$ cat src/rtl/core/bcas_pkg.sv
// bcas_pkg: types, codes and reset constants of the beep-code alert sequencer.
// No dependencies; imported by the core modules, the checker and the bench.
`default_nettype none

package bcas_pkg;

  // queue geometry default
  localparam int QUEUE_DEPTH_DEF = 8;

  // register values after reset
  localparam logic [15:0] INTERVAL_RST = 16'd1000;
  localparam logic [15:0] LONG_RST     = 16'd500;
  localparam logic [15:0] SHORT_RST    = 16'd100;
  localparam logic [15:0] BETWEEN_RST  = 16'd100;
  localparam logic [15:0] AFTER_RST    = 16'd500;
  localparam logic [15:0] PWM_RST      = 16'd500;

  // queue entry codes: 1..4 motor number, 7 remote
  localparam logic [2:0] REMOTE_CODE   = 3'd7;
  localparam logic [7:0] MOTOR_NUM_MIN = 8'd1;
  localparam logic [7:0] MOTOR_NUM_MAX = 8'd4;
  localparam logic [15:0] TICK_SAT     = 16'hFFFF;

  typedef enum logic [1:0] {
    CMD_TICK   = 2'd0,
    CMD_MOTOR  = 2'd1,
    CMD_REMOTE = 2'd2
  } cmd_t;

  typedef enum logic [2:0] {
    ST_OK     = 3'd0,
    ST_BAD_ID = 3'd1,
    ST_FULL   = 3'd2,
    ST_DUP    = 3'd3,
    ST_NONE   = 3'd4
  } status_t;

  typedef enum logic [2:0] {
    REG_INTERVAL = 3'd0,
    REG_LONG     = 3'd1,
    REG_SHORT    = 3'd2,
    REG_BETWEEN  = 3'd3,
    REG_AFTER    = 3'd4,
    REG_PWM      = 3'd5
  } reg_idx_t;

  typedef enum logic [2:0] {
    PH_IDLE     = 3'd0,
    PH_LONG_ON  = 3'd1,
    PH_LONG_OFF = 3'd2,
    PH_SHORT_ON = 3'd3,
    PH_GAP      = 3'd4,
    PH_PAUSE    = 3'd5
  } phase_t;

  typedef enum logic [2:0] {
    SQ_IDLE,
    SQ_EXEC,
    SQ_SCAN_RD,
    SQ_SCAN_CMP,
    SQ_WRITE,
    SQ_POP_RD,
    SQ_POP,
    SQ_DONE
  } seq_state_t;

  // timing registers seen by the pattern player
  typedef struct packed {
    logic [15:0] long_ticks;
    logic [15:0] short_ticks;
    logic [15:0] between_ticks;
    logic [15:0] after_ticks;
  } pat_cfg_t;

  // sequencer to pattern player
  typedef struct packed {
    logic       tick;
    logic       start;
    logic [2:0] code;
  } pat_ctl_t;

  // pattern player to sequencer
  typedef struct packed {
    logic busy;
    logic on;
    logic finished;
  } pat_stat_t;

  // a zero beep length still lasts one tick
  function automatic logic [15:0] at_least_one(input logic [15:0] v);
    return (v == 16'd0) ? 16'd1 : v;
  endfunction

endpackage

`default_nettype wire

$ cat src/rtl/core/bcas_ifs.sv
// bcas_ifs: valid/ready channel interfaces for command words and result words.
// Depends on nothing but the port widths of the work item fields.
`default_nettype none

interface bcas_cmd_if;
  logic       valid;
  logic       ready;
  logic [1:0] command;
  logic [7:0] motor_num;

  modport source (output valid, output command, output motor_num, input ready);
  modport sink   (input valid, input command, input motor_num, output ready);
endinterface

interface bcas_rsp_if;
  logic        valid;
  logic        ready;
  logic        buzzer_on;
  logic [15:0] compare_value;
  logic [2:0]  request_status;
  logic [3:0]  queue_count;
  logic        busy_res;

  modport source (output valid, output buzzer_on, output compare_value,
                  output request_status, output queue_count, output busy_res,
                  input ready);
  modport sink   (input valid, input buzzer_on, input compare_value,
                  input request_status, input queue_count, input busy_res,
                  output ready);
endinterface

`default_nettype wire

$ cat src/rtl/core/bcas_pattern.sv
// bcas_pattern: beep pattern player, phase/timer/beep-count state machine.
// Depends on bcas_pkg.
`default_nettype none

module bcas_pattern (
  input  logic               clk,
  input  logic               rst,
  input  bcas_pkg::pat_cfg_t cfg,
  input  bcas_pkg::pat_ctl_t ctl,
  output bcas_pkg::pat_stat_t stat
);
  import bcas_pkg::*;

  phase_t      phase, phase_next;
  logic [15:0] timer, timer_next;
  logic [2:0]  beeps_left, beeps_left_next;
  logic        ends;
  logic [15:0] timer_dec;
  logic [2:0]  beeps_dec;

  assign timer_dec = timer - 16'd1;
  assign beeps_dec = beeps_left - 3'd1;

  // next phase, timer and beep count
  always_comb begin
    phase_next      = phase;
    timer_next      = timer;
    beeps_left_next = beeps_left;
    ends            = 1'b0;
    if (ctl.start) begin
      if (ctl.code == REMOTE_CODE) begin
        beeps_left_next = 3'd0;
        phase_next      = PH_LONG_ON;
        timer_next      = at_least_one(cfg.long_ticks);
      end else begin
        beeps_left_next = ctl.code;
        phase_next      = PH_SHORT_ON;
        timer_next      = at_least_one(cfg.short_ticks);
      end
    end else if (ctl.tick && phase != PH_IDLE) begin
      timer_next = timer_dec;
      if (timer_dec == 16'd0) begin
        unique case (phase)
          PH_LONG_ON: begin
            phase_next = PH_LONG_OFF;
            timer_next = at_least_one(cfg.long_ticks);
          end
          PH_SHORT_ON: begin
            beeps_left_next = beeps_dec;
            if (beeps_dec != 3'd0) begin
              if (cfg.between_ticks == 16'd0) begin
                phase_next = PH_SHORT_ON;
                timer_next = at_least_one(cfg.short_ticks);
              end else begin
                phase_next = PH_GAP;
                timer_next = cfg.between_ticks;
              end
            end else if (cfg.after_ticks == 16'd0) begin
              // zero pause: pattern ends on this tick
              phase_next = PH_IDLE;
              timer_next = 16'd0;
              ends       = 1'b1;
            end else begin
              phase_next = PH_PAUSE;
              timer_next = cfg.after_ticks;
            end
          end
          PH_GAP: begin
            phase_next = PH_SHORT_ON;
            timer_next = at_least_one(cfg.short_ticks);
          end
          default: begin
            phase_next = PH_IDLE;
            timer_next = 16'd0;
            ends       = 1'b1;
          end
        endcase
      end
    end
  end

  // status toward the sequencer
  always_comb begin
    stat.busy     = (phase != PH_IDLE);
    stat.on       = (phase == PH_LONG_ON) || (phase == PH_SHORT_ON);
    stat.finished = ends;
  end

  always_ff @(posedge clk) begin
    if (rst) begin
      phase      <= PH_IDLE;
      timer      <= 16'd0;
      beeps_left <= 3'd0;
    end else begin
      phase      <= phase_next;
      timer      <= timer_next;
      beeps_left <= beeps_left_next;
    end
  end

endmodule

`default_nettype wire

$ cat src/rtl/core/beep_code_alert_sequencer.sv
// beep_code_alert_sequencer: top level; alert queue memory, request sequencer,
// config registers. Depends on bcas_pkg, bcas_ifs and bcas_pattern.
//
//  channel  dir  handshake      payload
//  cmd      in   valid/ready    command[1:0], motor_num[7:0]
//  rsp      out  valid/ready    buzzer_on, compare_value[15:0], request_status[2:0],
//                               queue_count[3:0], busy_res
//  wr_*     in   wr_en only     wr_index[2:0], wr_data[15:0]
//
// One word at a time. A tick goes from EXEC to DONE, and through POP_RD and
// POP on the way when it pops the queue head. A request that gets written goes
// through EXEC, a SCAN_RD/SCAN_CMP pair per queued entry that the duplicate scan
// reads through the single read port of the queue memory, WRITE and DONE; a bad
// id or a full queue goes from EXEC to DONE, and the scan ends at a duplicate.
// rst is synchronous; queue contents are not cleared, only fill count and pointers.
// A stalled result is held in the output register; the next word can be
// accepted meanwhile and waits in its last step until the register frees up.
`default_nettype none

module beep_code_alert_sequencer #(
  parameter int QUEUE_DEPTH = bcas_pkg::QUEUE_DEPTH_DEF
) (
  input  logic        clk,
  input  logic        rst,
  bcas_cmd_if.sink    cmd,
  bcas_rsp_if.source  rsp,
  input  logic        wr_en,
  input  logic [2:0]  wr_index,
  input  logic [15:0] wr_data
);
  import bcas_pkg::*;

  localparam int PW = (QUEUE_DEPTH > 1) ? $clog2(QUEUE_DEPTH) : 1;
  localparam int FW = $clog2(QUEUE_DEPTH + 1);
  localparam logic [PW-1:0] LAST_PTR = PW'(QUEUE_DEPTH - 1);
  localparam logic [FW-1:0] FULL_CNT = FW'(QUEUE_DEPTH);

  // configuration registers
  logic [15:0] interval_ticks, long_beep_ticks, short_beep_ticks;
  logic [15:0] between_beep_ticks, after_beep_ticks, pwm_on_value;

  seq_state_t  state, state_next;
  logic [1:0]  cmd_reg;
  logic [7:0]  id_reg;
  logic [2:0]  code;
  status_t     status_reg;
  logic [PW-1:0] head, tail, scan_ptr, rd_addr;
  logic [FW-1:0] fill, scan_cnt;
  logic [15:0] ticks_since_end, tse_inc;
  logic [2:0]  mem [QUEUE_DEPTH];
  logic [2:0]  rd_data;
  logic        mem_we;
  logic        accept, rsp_free, id_bad, is_full, is_empty, pop_due, scan_hit, scan_last;

  pat_cfg_t  pcfg;
  pat_ctl_t  pctl;
  pat_stat_t pstat;

  function automatic logic [PW-1:0] ptr_inc(input logic [PW-1:0] p);
    return (p == LAST_PTR) ? '0 : p + PW'(1);
  endfunction

  // config writes
  always_ff @(posedge clk) begin
    if (rst) begin
      interval_ticks     <= INTERVAL_RST;
      long_beep_ticks    <= LONG_RST;
      short_beep_ticks   <= SHORT_RST;
      between_beep_ticks <= BETWEEN_RST;
      after_beep_ticks   <= AFTER_RST;
      pwm_on_value       <= PWM_RST;
    end else if (wr_en) begin
      case (reg_idx_t'(wr_index))
        REG_INTERVAL: interval_ticks     <= wr_data;
        REG_LONG:     long_beep_ticks    <= wr_data;
        REG_SHORT:    short_beep_ticks   <= wr_data;
        REG_BETWEEN:  between_beep_ticks <= wr_data;
        REG_AFTER:    after_beep_ticks   <= wr_data;
        REG_PWM:      pwm_on_value       <= wr_data;
        default: ;
      endcase
    end
  end

  assign pcfg.long_ticks    = long_beep_ticks;
  assign pcfg.short_ticks   = short_beep_ticks;
  assign pcfg.between_ticks = between_beep_ticks;
  assign pcfg.after_ticks   = after_beep_ticks;

  // decodes
  assign accept    = cmd.valid && cmd.ready;
  assign rsp_free  = !rsp.valid || rsp.ready;
  assign id_bad    = (id_reg < MOTOR_NUM_MIN) || (id_reg > MOTOR_NUM_MAX);
  assign is_full   = (fill == FULL_CNT);
  assign is_empty  = (fill == '0);
  assign tse_inc   = (ticks_since_end == TICK_SAT) ? TICK_SAT : ticks_since_end + 16'd1;
  assign pop_due   = (tse_inc >= interval_ticks) && !is_empty;
  assign scan_hit  = (rd_data == code);
  assign scan_last = (FW'(scan_cnt + FW'(1)) == fill);

  // next state
  always_comb begin
    state_next = state;
    unique case (state)
      SQ_IDLE: if (accept) state_next = SQ_EXEC;
      SQ_EXEC: begin
        state_next = SQ_DONE;
        case (cmd_reg) inside
          CMD_TICK: if (!pstat.busy && pop_due) state_next = SQ_POP_RD;
          CMD_MOTOR, CMD_REMOTE: begin
            if ((cmd_reg == CMD_MOTOR && id_bad) || is_full) state_next = SQ_DONE;
            else if (is_empty) state_next = SQ_WRITE;
            else state_next = SQ_SCAN_RD;
          end
          default: state_next = SQ_DONE;
        endcase
      end
      SQ_SCAN_RD:  state_next = SQ_SCAN_CMP;
      SQ_SCAN_CMP: begin
        if (scan_hit) state_next = SQ_DONE;
        else if (scan_last) state_next = SQ_WRITE;
        else state_next = SQ_SCAN_RD;
      end
      SQ_WRITE:  state_next = SQ_DONE;
      SQ_POP_RD: state_next = SQ_POP;
      SQ_POP:    state_next = SQ_DONE;
      SQ_DONE:   if (rsp_free) state_next = SQ_IDLE;
      default:   state_next = SQ_IDLE;
    endcase
  end

  // control outputs
  always_comb begin
    cmd.ready  = (state == SQ_IDLE);
    mem_we     = (state == SQ_WRITE);
    rd_addr    = (state == SQ_SCAN_RD) ? scan_ptr : head;
    pctl.tick  = (state == SQ_EXEC) && (cmd_reg == CMD_TICK) && pstat.busy;
    pctl.start = (state == SQ_POP);
    pctl.code  = rd_data;
  end

  always_ff @(posedge clk) begin
    if (rst) state <= SQ_IDLE;
    else     state <= state_next;
  end

  // queue memory, one write and one registered read port
  always_ff @(posedge clk) begin
    if (mem_we) mem[tail] <= code;
    rd_data <= mem[rd_addr];
  end

  // captured word and status
  always_ff @(posedge clk) begin
    if (accept) begin
      cmd_reg <= cmd.command;
      id_reg  <= cmd.motor_num;
    end
    unique case (state)
      SQ_EXEC: begin
        code       <= (cmd_reg == CMD_REMOTE) ? REMOTE_CODE : id_reg[2:0];
        scan_ptr   <= head;
        scan_cnt   <= '0;
        status_reg <= ST_NONE;
        if (cmd_reg == CMD_MOTOR && id_bad) status_reg <= ST_BAD_ID;
        else if ((cmd_reg == CMD_MOTOR || cmd_reg == CMD_REMOTE) && is_full)
          status_reg <= ST_FULL;
      end
      SQ_SCAN_CMP: begin
        scan_ptr <= ptr_inc(scan_ptr);
        scan_cnt <= FW'(scan_cnt + FW'(1));
        if (scan_hit) status_reg <= ST_DUP;
      end
      SQ_WRITE: status_reg <= ST_OK;
      default: ;
    endcase
  end

  // queue pointers, fill count and idle tick counter
  always_ff @(posedge clk) begin
    if (rst) begin
      head            <= '0;
      tail            <= '0;
      fill            <= '0;
      ticks_since_end <= 16'd0;
    end else begin
      if (state == SQ_WRITE) begin
        tail <= ptr_inc(tail);
        fill <= FW'(fill + FW'(1));
      end
      if (state == SQ_POP) begin
        head <= ptr_inc(head);
        fill <= FW'(fill - FW'(1));
      end
      if (state == SQ_EXEC && cmd_reg == CMD_TICK) begin
        if (!pstat.busy) ticks_since_end <= tse_inc;
        else if (pstat.finished) ticks_since_end <= 16'd0;
      end
    end
  end

  bcas_pattern u_pattern (
    .clk  (clk),
    .rst  (rst),
    .cfg  (pcfg),
    .ctl  (pctl),
    .stat (pstat)
  );

  // result register
  logic rsp_valid;
  always_ff @(posedge clk) begin
    if (rst) begin
      rsp_valid <= 1'b0;
    end else if (state == SQ_DONE && rsp_free) begin
      rsp_valid <= 1'b1;
    end else if (rsp.ready) begin
      rsp_valid <= 1'b0;
    end
  end

  always_ff @(posedge clk) begin
    if (state == SQ_DONE && rsp_free) begin
      rsp.buzzer_on      <= pstat.on;
      rsp.compare_value  <= pstat.on ? pwm_on_value : 16'd0;
      rsp.request_status <= status_reg;
      rsp.queue_count    <= 4'(fill);
      rsp.busy_res       <= pstat.busy;
    end
  end

  assign rsp.valid = rsp_valid;

endmodule

`default_nettype wire

$ cat src/flat_wrapper.sv
// flat-port wrapper written by rule: the top's interface ports become plain ports
module beep_code_alert_sequencer_flat import bcas_pkg::*;
#(
  parameter int QUEUE_DEPTH = bcas_pkg::QUEUE_DEPTH_DEF
)
  (clk, rst, wr_en, wr_index, wr_data, cmd_valid, cmd_command, cmd_motor_num, cmd_ready, rsp_valid, rsp_buzzer_on, rsp_compare_value, rsp_request_status, rsp_queue_count, rsp_busy_res, rsp_ready);
  bcas_cmd_if cmd_i ();
  bcas_rsp_if rsp_i ();
  input  logic clk;
  input  logic rst;
  input  logic wr_en;
  input  logic [2:0] wr_index;
  input  logic [15:0] wr_data;
  input wire logic [$bits(cmd_i.valid)-1:0] cmd_valid;
  input wire logic [$bits(cmd_i.command)-1:0] cmd_command;
  input wire logic [$bits(cmd_i.motor_num)-1:0] cmd_motor_num;
  output wire logic [$bits(cmd_i.ready)-1:0] cmd_ready;
  output wire logic [$bits(rsp_i.valid)-1:0] rsp_valid;
  output wire logic [$bits(rsp_i.buzzer_on)-1:0] rsp_buzzer_on;
  output wire logic [$bits(rsp_i.compare_value)-1:0] rsp_compare_value;
  output wire logic [$bits(rsp_i.request_status)-1:0] rsp_request_status;
  output wire logic [$bits(rsp_i.queue_count)-1:0] rsp_queue_count;
  output wire logic [$bits(rsp_i.busy_res)-1:0] rsp_busy_res;
  input wire logic [$bits(rsp_i.ready)-1:0] rsp_ready;
  assign cmd_i.valid = cmd_valid;
  assign cmd_i.command = cmd_command;
  assign cmd_i.motor_num = cmd_motor_num;
  assign cmd_ready = cmd_i.ready;
  assign rsp_valid = rsp_i.valid;
  assign rsp_buzzer_on = rsp_i.buzzer_on;
  assign rsp_compare_value = rsp_i.compare_value;
  assign rsp_request_status = rsp_i.request_status;
  assign rsp_queue_count = rsp_i.queue_count;
  assign rsp_busy_res = rsp_i.busy_res;
  assign rsp_i.ready = rsp_ready;
  beep_code_alert_sequencer #(.QUEUE_DEPTH(QUEUE_DEPTH)) u_core (.clk(clk), .rst(rst), .cmd(cmd_i), .rsp(rsp_i), .wr_en(wr_en), .wr_index(wr_index), .wr_data(wr_data));
endmodule
$ cat config.mk
export PLATFORM = sky130hd
export DESIGN_NAME = beep_code_alert_sequencer_flat
export DESIGN_NICKNAME = d
export VERILOG_FILES = /design/src/rtl/core/bcas_pkg.sv /design/src/rtl/core/bcas_ifs.sv /design/src/rtl/core/bcas_pattern.sv /design/src/rtl/core/beep_code_alert_sequencer.sv /design/src/flat_wrapper.sv
export SDC_FILE = /design/constraint.sdc
export NUM_CORES = 1
export LEC_CHECK = 0
export ABC_CLOCK_PERIOD_IN_PS = 2700
export BUFFER_PORTS_ARGS = -buffer_cell sky130_fd_sc_hd__buf_4
export CORE_MARGIN = 3
export CORE_UTILIZATION = 50
export CTS_BUF_LIST = sky130_fd_sc_hd__clkbuf_8
export DETAILED_ROUTE_END_ITERATION = 16
export GPL_ROUTABILITY_DRIVEN = 0
export GPL_TIMING_DRIVEN = 0
export PLACE_DENSITY = 0.73
export RECOVER_POWER = 100
export SETUP_SLACK_MARGIN = 0.1
export SLEW_MARGIN = 20
export SYNTH_ARGS = -nofsm -noshare
export SYNTH_HDL_FRONTEND = slang
export SYNTH_SLANG_ARGS = --single-unit
$ cat constraint.sdc
create_clock -name clk -period 2.7 [get_ports clk]
set_clock_uncertainty 0.05 [all_clocks]
set_input_delay 0.27 -clock clk [delete_from_list [all_inputs] [get_ports clk]]
set_output_delay 0.27 -clock clk [all_outputs]
set_load 0.02 [all_outputs]
==> flow_summary.yaml <==
status:
  outcome: "finished, violations left"
  failed_checks: "negative setup slack"
yosys:
  synth_cell_type_count: 77
  synth_edf_count: 72
  ys_ff_latch: 223
  synthArstFlopShare_pct: 0
  synth.area.top_cells: "dfxtp_1, edfxtp_1, nand2_1"
  yosysTopAreaCellShare_pct: 27.65
  synth.area.mux_share_pct: 2.850
  yosysMostFrequentCell: "nand2_1"
  syn-instance-count: 1224
  synth_top_family_by_area: "simple AND/OR/NAND/NOR gates"
  synth_ff_type: "dfxtp_1"
  synth_nets: 1292
  synthSimpleGateAreaFrac_pct: 23.59
  synthTopCellsByCount: "nand2_1, dfxtp_1, a21oi_1"
  synth.yosys.seq_area_share_pct: 47.43
  yosysWarningCount: 0
  syn_area_mm2: 0.01093
  synth_area_leader_cell: "dfxtp_1"
  synthXorXnorAreaFrac_pct: 2.541
  synth_adder_area_share_pct: 3.960
  avgSynthCellArea_um2: 8.931
  synth_compound_area_share_pct: 15.77
timing:
  max_freq_ghz: 0.3501
  tightest_slew_ps: 843.0
  rsz0062_at_grt: "true"
  period_minus_slack_ps: 2856
  period_share_pct: 105.8
  slew_headroom_pct: 42.20
  drv_slew: 0
  finalHoldViolCount: 0
  fin_ws_ps: -156.1
  setup_viol: 32
power:
  power.leakage_nw: 5.207
  max-vdd-ir-drop_uv: 354.2
  power.total_mw: 9.683
  power_density_mw_per_mm2: 719.6
worst_setup_path:
  worstSetupEndpointType: "register"
  crit_arrival_ps: 3280
  r2r_cells: 14
  worstPathCellList: "ha_4, and3_4, nand4_1, or3_4, clkbuf_16, nand2_4, inv_2, ha_4, nand2b_4, a21o_1, a21oi_2, o211ai_1, a22o_1, o21ai_1"
  r2r-start: "u_core.ticks_since_end[1]$_SDFFE_PP0P_"
  crit_required_ps: 3130
  critPathMaxStageDelay_ps: 440
  critPathMaxFanout: 5
  crit_path_frequent_cell: "ha_4"
  worstSetupStartpointType: "register"
  reg2reg_slack_ps: -160
  reg2reg_to: "u_core.state[1]$_SDFFE_PP0P_"
  worst_path_max_delay_cell: "or3_4"
  critPathKind: "register to register"
final_layout:
  final_nets: 1451
  fill_cells: 1784
  area.growth.synth_to_final_pct: 23.10
  drive_gt1_share_pct: 16.58
  antennaDiodeCount: 0
  largest_reg_flops: 24
  multiInputGateArea_mm2: 0.005744
  fin_area_mm2: 0.01346
  seqCellArea_mm2: 0.005197
  largest_register: "u_core.mem"
worst_hold_path:
  hold_start: "rsp_ready"
  holdPathStages: 3
  hold_class: "input port to register"
  holdPathEnd: "u_core.rsp.valid$_SDFFE_PP0P_"
job:
  maxCapViolCount: 0
floorplan:
  die_area_mm2: 0.02367
  dieHeight_um: 153.9
  core-area_mm2: 0.02122
  rows: 53
  die_x_um: 153.9
  io_pins: 61
  start_util_pct: 51.52
routing:
  ant_nets: 0
  wl_per_cell_um: 19.47
  finalWirelength_um: 32830
  firstDrtPassIters: 6
  drc: 0
  drt_iter0_drc: 967
  vias_per_cell: 5.966
  dr_total_vias: 10060
clocking:
  clock_sinks: 223
  cts.clk_slew.worst_paths_ps: 60
  cts_buffers: 37
  cts_root_buf: "clkbuf_8"
  cts_tree: "done"
  h-tree-depth: 2
  cts.path.max_buffers: 3
  clk_latency_ps: 540
grt:
  overflow: 0
  grt_pass1_vias: 9306
  grt_pass1_wl_um: 50510
  grt_max_degree: 25
  track_usage_pct: 26.30
  antenna_found_initial: 0
placement:
  placed_cell_area_mm2: 0.01185
  dp_hpwl_um: 22390
  portBuffers: 59
power breakdown:
group	internal, mW	total [mW]	switching, mW	leakage [nW]
clock	1.62	3.02	1.40	0.426
combinational	1.00	2.54	1.53	2.87
sequential	3.83	4.12	0.290	1.91
total	6.46	9.68	3.23	5.21
layout make-up:
type	instances	share of cell area, %
flip-flops and latches	223	38.62
plain buffers	70	2.641
clock inverters	22	0.9577
clock buffers	45	4.602
multi-input cells	894	42.69
repair buffers	121	6.908
inverters	36	1.023
well taps	275	2.557
metal layers:
metal | global-route usage (%) | up-vias | share of wire, %
li1 | - | 4692 | -
met1 | 35.89 | 4780 | 42
met2 | 41.68 | 469 | 46
met3 | 5.882 | 117 | 8.7
met4 | 8.915 | 0 | 3.8
met5 | 0 | - | 0
stage by stage:
step	setup TNS (ps)	setup WS [ps]	hold slack, ps	utilization (%)	std cells
after floorplan	-34.94	-3.886	318.9	-	1224
after global placement	-17600	-403.2	355.8	55.67	1558
after detailed placement	-7810	-425.0	357.4	55.84	1559
after CTS	-80.10	-80.10	4.630	62.36	1674
after global routing	-4472	-215.8	17.22	63.41	1686
final	-2661	-156.1	16.16	63.41	1686
placed cells by master, fill, tap and decap left out, types with 18 or more instances in the layout:
cell type	n
a21oi_1	85
a31oi_1	18
and2_1	18
buf_4	44
clkbuf_1	83
clkbuf_8	47
dfxtp_1	145
dlygate4sd3_1	25
edfxtp_1	72
ha_1	27
inv_1	41
mux2i_1	23
nand2_1	279
nand3_1	35
nor2_1	52
nor3_1	32
nor4_1	20
o21ai_0	19
what timing repair did:
| item | CTS | global route |
|---|---|---|
| pin swaps | 22 | 33 |
| buffers inserted | 22 | 13 |
| gates resized for setup | 45 | 73 |
| cloned | 1 | 1 |
| hold buffers | 25 | 0 |
| endpoints found under the hold margin | 59 | 0 |
| endpoints found under the setup margin | 43 | 41 |
worst max-delay path by stage:
stage | start | end | slack [ps] | depth (start not counted)
6_report | u_core.ticks_since_end[1]$_SDFFE_PP0P_ | u_core.state[1]$_SDFFE_PP0P_ | -160 | 14
5_1_grt | u_core.ticks_since_end[0]$_SDFFE_PP0P_ | u_core.state[1]$_SDFFE_PP0P_ | -220 | 14
4_1_cts | u_core.ticks_since_end[0]$_SDFFE_PP0P_ | u_core.state[1]$_SDFFE_PP0P_ | -80 | 14
3_5_place_dp | u_core.ticks_since_end[1]$_SDFFE_PP0P_ | u_core.state[1]$_SDFFE_PP0P_ | -430 | 12
3_3_place_gp | u_core.state[0]$_SDFFE_PP0P_ | u_core.rsp.compare_value[3]$_SDFFCE_PN0P_ | -400 | 3
2_1_floorplan | u_core.u_pattern.timer[0]$_SDFFE_PP0P_ | u_core.ticks_since_end[11]$_SDFFE_PP0P_ | -4 | 11
cell families (layout without fill, tap and decap cells):
family / count (synthesis) / count (layout)
simple gates: 549 / 549
fa+ha+maj: 34 / 34
buf+inv: 107 / 294
xor+xnor: 30 / 30
mux: 30 / 30
compound gates: 251 / 251
flops: 223 / 223
critical path: cells and delay by family (launching register included):
kind            cells  cell delay (ps)
fa+ha+maj           2              320
flops               1              370
compound gates      5              920
buf+inv             2              210
simple gates        5              940
(Power assumes the default switching activity.)
